[src/rtl/core/dcop_pkg.sv]
// ----------------------------------------------------------------------------
// dcop_pkg: shared definitions for the output-pixel convolution engine
// Field widths, command and register codes, parameter defaults and the
// control word passed to the multiply-accumulate unit.
// ----------------------------------------------------------------------------
package dcop_pkg;

    // Parameter defaults.
    localparam int DEF_FEATURE_DEPTH    = 4096;
    localparam int DEF_WEIGHT_DEPTH     = 4096;
    localparam int DEF_MAX_OUT_CHANNELS = 64;
    localparam int DEF_DATA_WIDTH       = 16;

    // Word fields.
    localparam int ADDR_W     = 12;
    localparam int VALUE_W    = 16;
    localparam int CH_W       = 6;
    localparam int POS_W      = 8;
    localparam int ACC_W      = 48;
    localparam int CFG_IDX_W  = 4;
    localparam int CFG_DATA_W = 9;

    // Internal widths.
    localparam int CNT_W  = 5;   // channel and tap counters
    localparam int POSN_W = 15;  // signed input row or column of a tap
    localparam int RB_W   = 26;  // signed linear feature index
    localparam int WI_W   = 22;  // linear weight index

    typedef enum logic [1:0] {
        CMD_LOAD_FEATURE = 2'd0,
        CMD_LOAD_WEIGHT  = 2'd1,
        CMD_LOAD_BIAS    = 2'd2,
        CMD_COMPUTE      = 2'd3
    } t_cmd;

    typedef enum logic [CFG_IDX_W-1:0] {
        CFG_IN_CHANNELS = 4'd0,
        CFG_IN_HEIGHT   = 4'd1,
        CFG_IN_WIDTH    = 4'd2,
        CFG_KERN_HEIGHT = 4'd3,
        CFG_KERN_WIDTH  = 4'd4,
        CFG_STRIDE_HW   = 4'd5,
        CFG_PAD_HW      = 4'd6,
        CFG_DILATION_HW = 4'd7
    } t_cfg_idx;

    typedef struct packed {
        logic init;    // load the accumulator with the bias
        logic tap_v;   // operands of one tap are on the inputs
        logic tap_ok;  // the tap lies inside the image and the stores
    } t_mac_ctl;

endpackage

[src/rtl/core/dcop_mac.sv]
// ----------------------------------------------------------------------------
// dcop_mac: multiply-accumulate unit
// Registers the product of one sample and one weight per cycle and adds it
// into a 48-bit Q32.16 accumulator that starts from the channel bias.
// ----------------------------------------------------------------------------
module dcop_mac #(
    parameter int DATA_WIDTH = dcop_pkg::DEF_DATA_WIDTH
) (
    input  logic                             i_clk,
    input  logic                             i_rst_n,
    input  dcop_pkg::t_mac_ctl               i_ctl,
    input  logic signed [DATA_WIDTH-1:0]     i_feature,
    input  logic signed [DATA_WIDTH-1:0]     i_weight,
    input  logic signed [dcop_pkg::ACC_W-1:0] i_bias,
    output logic signed [dcop_pkg::ACC_W-1:0] o_acc,
    output logic                             o_busy
);
    import dcop_pkg::*;

    logic signed [2*DATA_WIDTH-1:0] r_prod;
    logic                           r_prod_v;
    logic signed [ACC_W-1:0]        r_acc;

    always_ff @(posedge i_clk) begin
        if (!i_rst_n) begin
            r_prod_v <= 1'b0;
        end else begin
            r_prod_v <= i_ctl.tap_v;
        end
    end

    // A tap outside the image contributes zero.
    always_ff @(posedge i_clk) begin
        if (i_ctl.tap_ok) begin
            r_prod <= i_feature * i_weight;
        end else begin
            r_prod <= '0;
        end
        if (i_ctl.init) begin
            r_acc <= i_bias;
        end else if (r_prod_v) begin
            r_acc <= r_acc + ACC_W'(r_prod);
        end
    end

    assign o_acc  = r_acc;
    assign o_busy = r_prod_v;

`ifndef SYNTHESIS
    a_init_idle: assert property (@(posedge i_clk) disable iff (!i_rst_n)
        i_ctl.init |-> !r_prod_v && !i_ctl.tap_v)
        else $error("accumulator initialized with products in flight");
`endif

endmodule

[config.mk]
export PLATFORM = sky130hd
export DESIGN_NAME = dcop_mac
export DESIGN_NICKNAME = d
export VERILOG_FILES = /design/src/rtl/core/dcop_pkg.sv /design/src/rtl/core/dcop_mac.sv
export SDC_FILE = /design/constraint.sdc
export NUM_CORES = 1
export LEC_CHECK = 0
export BUFFER_PORTS_ARGS = -buffer_cell sky130_fd_sc_hd__buf_2
export CAP_MARGIN = 20
export CORE_ASPECT_RATIO = 1.2
export CORE_UTILIZATION = 58
export CTS_BUF_LIST = sky130_fd_sc_hd__clkbuf_8
export CTS_CLUSTER_DIAMETER = 120
export CTS_CLUSTER_SIZE = 10
export DETAILED_ROUTE_END_ITERATION = 10
export PLACE_DENSITY = 0.82
export SLEW_MARGIN = 0
export SYNTH_ARGS = -nofsm -noshare
export SYNTH_HDL_FRONTEND = slang
export SYNTH_SLANG_ARGS = --single-unit
[constraint.sdc]
create_clock -name i_clk -period 6 [get_ports i_clk]
set_input_delay 0.9 -clock i_clk [delete_from_list [all_inputs] [get_ports i_clk]]
set_output_delay 0.9 -clock i_clk [all_outputs]
set_load 0.01 [all_outputs]
==> impl_metrics.tcl <==
set metrics [dict create \
    run_status "finished with violations" \
    failed_checks "DRC, setup timing" \
    setup_viol 1 \
    largest_net_degree_at_the_start_of_global_routing 57 \
    cp.required_ns 6.30 \
    rrSetupSlack_ns 2.66 \
    io_buffers 133 \
    crit_path_max_fanout 11 \
    regToRegEndpoint "o_acc[46]" \
    end_kind "flip-flop" \
    cts_root_buf "clkbuf_8" \
    layout_worst_path_cycle_share_pct 101 \
    hold_start "r_prod[0]" \
    global_route_wire_length_before_repair_um 63900 \
    worst_max_slew_pin_slew_ns 0.811 \
    met2_grt_util_pct 52.8 \
    tritoncts.num_buffers 9 \
    grt_util_all_layers_pct 28.4 \
    worstSkewPairLatency_ns 0.38 \
    min_period_ns 6.09 \
    layout.nets 2486 \
    synth-edff-count 48 \
    skew_ns 0.0135 \
    groute.layer.met1.usage_pct 34.7 \
    via_count 13046 \
    syn_inst 1778 \
    grt-busiest-layer "met2" \
    fill_cells 1993 \
    initial_antenna_violation_count 0 \
    holdPathStages 2 \
    critical_path_arrival_ns 6.39 \
    place.gp.congestion 0.926 \
    timing_worst_setup_path_type "in -> reg" \
    diodes_inserted 0 \
    report.final.slew_viol_count 0 \
    grt_pass1_vias 13745 \
    areaGrowthSynthToFinish_pct 17.2 \
    fmaxAchievable_mhz 164 \
    synth_seq_cells 81 \
    groute.layer.met3.usage_pct 2.09 \
    die_width_um 152 \
    ys_warn_count 0 \
    worst-r2r-cell-count 9 \
    hold_path_class "reg -> reg" \
    drc 20 \
    dpl_wire_length_um 32900 \
    die_y_um 182 \
    finalWirelength_um 39500 \
    core_area_um2 26500 \
    netlist-cell-type-count 77 \
    final_hold_viol_count 0 \
    initial_core_util_pct 59.3 \
    mostFrequentLayoutCells "inv_1 (322), fa_1 (249), nand2_1 (210)" \
    detail-route-antenna-nets 0 \
    most_common_cell_after_layout_fill_and_taps_aside "inv_1" \
    mappedNetlistNets 2255 \
    wire_per_inst_um 16.8 \
    worstSetupStartpointType "input pin" \
    regToRegStartpoint "r_prod[31]" \
    cts_tree "yes" \
    drv.max_cap_violation_count 0 \
    post_synth.cell_area_avg_um2 8.85 \
    first_pass_iters 9 \
    tritoncts_num_sinks 81 \
    postLayoutCoreUtil_pct 69.6 \
    cts.hold.buffers_added 0 \
    viasPerCell 5.55 \
    syn-cell-area_um2 15700 \
    io_pins 134 \
    grt_total_ovfl 0 \
    drive_above_1_share_pct 20.6 \
    path_clk_slew_ns 0.09 \
    dieArea_um2 27800 \
    hold_path_end "o_acc[0]" \
    h-tree-depth 3 \
    initialDrtViolationCount 867 \
    cts-root-to-sink-buffers 2 \
    post-route-worst-setup-slack_ns -0.0862 \
    postSynth.topFlopCell "edfxtp_1" \
    asyncSetResetFlopFracSynth_pct 0 \
    rsz0062_at_grt "true" \
    yosysSeqAreaShare_pct 13.4 \
    num_rows 65 \
    timing.slew.headroom_pct 45.9 \
]
state kept, by name (all words and copies together), names as in the netlist:
name and flops:
o_acc 48, o_busy 1, r_prod 32
synth_stat cells, types with 7 or more instances:
master,count,area [um^2]
xnor2_1,28,245
dfxtp_1,33,661
o21a_1,17,128
nand2_1,215,807
nand4_1,11,68.8
o21bai_1,10,75.1
ha_1,129,1610
xor2_1,27,236
nor4_1,7,43.8
fa_1,263,5270
o21ai_0,63,315
edfxtp_1,48,1440
and3_1,13,81.3
a31oi_1,11,68.8
o211ai_1,10,75.1
inv_1,336,1260
clkbuf_1,53,199
nor2b_1,10,62.6
a21oi_1,82,410
a211oi_1,8,60.1
nor2_1,74,278
nor3_1,30,150
nand2b_1,13,81.3
nand3_1,17,85.1
and2_1,133,832
a311oi_1,7,61.3
a21o_1,35,263
area by class of cell:
type                    count  area, um^2  area share, %
clock inverters             7        70.1          0.380
well taps                 335         419           2.27
clock buffers               9         124          0.672
inverters                 336        1260           6.84
repair buffers            288        1950           10.6
flip-flops and latches     81        2100           11.4
multi-input cells        1293       12500           67.8
through the flow:
step / hold slack, ns / TNS (ns) / setup slack [ns] / instance area [um^2] / cells
floorplan: 0.620 / -0.00265 / -0.00265 / 16000 / 1778
global placement: 0.692 / -3.90 / -0.349 / 17700 / 2319
detailed placement: 0.682 / -5.49 / -0.533 / 17700 / 2319
CTS: 0.703 / -0.0267 / -0.0139 / 18000 / 2336
global route: 0.715 / -0.918 / -0.248 / 18400 / 2349
finish: 0.700 / -0.0862 / -0.0862 / 18400 / 2349
worst max-delay path, stage by stage:
cell	delay [ns]
buf_6	0.13
buf_6	0.12
nand2_4	0.05
inv_2	0.04
fa_2	0.67
buf_6	0.13
inv_2	0.03
fa_1	0.56
fa_2	0.48
fa_1	0.51
fa_1	0.44
fa_1	0.52
inv_1	0.06
ha_4	0.23
a21oi_2	0.15
o21bai_1	0.12
buf_4	0.16
a221oi_4	0.25
buf_4	0.19
a21oi_4	0.05
o31a_1	0.28
o21a_1	0.20
nor3_2	0.12
worst max-delay path by stage:
stage                       endpoint  depth (start not counted)  slack (ns)          start
after floorplan           r_prod[29]                         21      -0.003  i_feature[15]
after global placement    r_prod[27]                         23       -0.35    i_weight[4]
after detailed placement  r_prod[30]                         18       -0.53  i_feature[15]
after CTS                 r_prod[24]                         23       -0.01   i_feature[8]
after global routing      r_prod[24]                         25       -0.25    i_weight[2]
final                     r_prod[24]                         23       -0.09    i_weight[2]
logic make-up after synthesis:
| kind of cell | count (synthesis) | share of synthesized area, % |
|---|---|---|
| and+or+nand+nor | 542 | 16.9 |
| buffers and inverters | 404 | 9.89 |
| adders and majority gates | 392 | 43.7 |
| AOI/OAI and AO/OA | 298 | 12.7 |
| DFF | 81 | 13.4 |
| xor gates and xnor gates | 55 | 3.06 |
| muxes | 6 | 0.398 |
per-layer routing:
| metal | up-vias | share of wire (%) |
|---|---|---|
| met5 | - | 0 |
| met4 | 0 | 2.3 |
| met3 | 79 | 5.0 |
| met2 | 476 | 52 |
| met1 | 6344 | 41 |
| li1 | 6147 | - |
repair_timing:
action                                  in CTS  in global routing
gates resized for setup                      8                107
buffers inserted                             1                 13
endpoints found under the setup margin       5                 15
cloned                                       0                  0
pin swaps                                   11                 50
endpoints found under the hold margin        0                  0
Power is left out: the tool's default activity adds up to more than one toggle a clock period on the data nets, which glitch-free logic cannot reach.
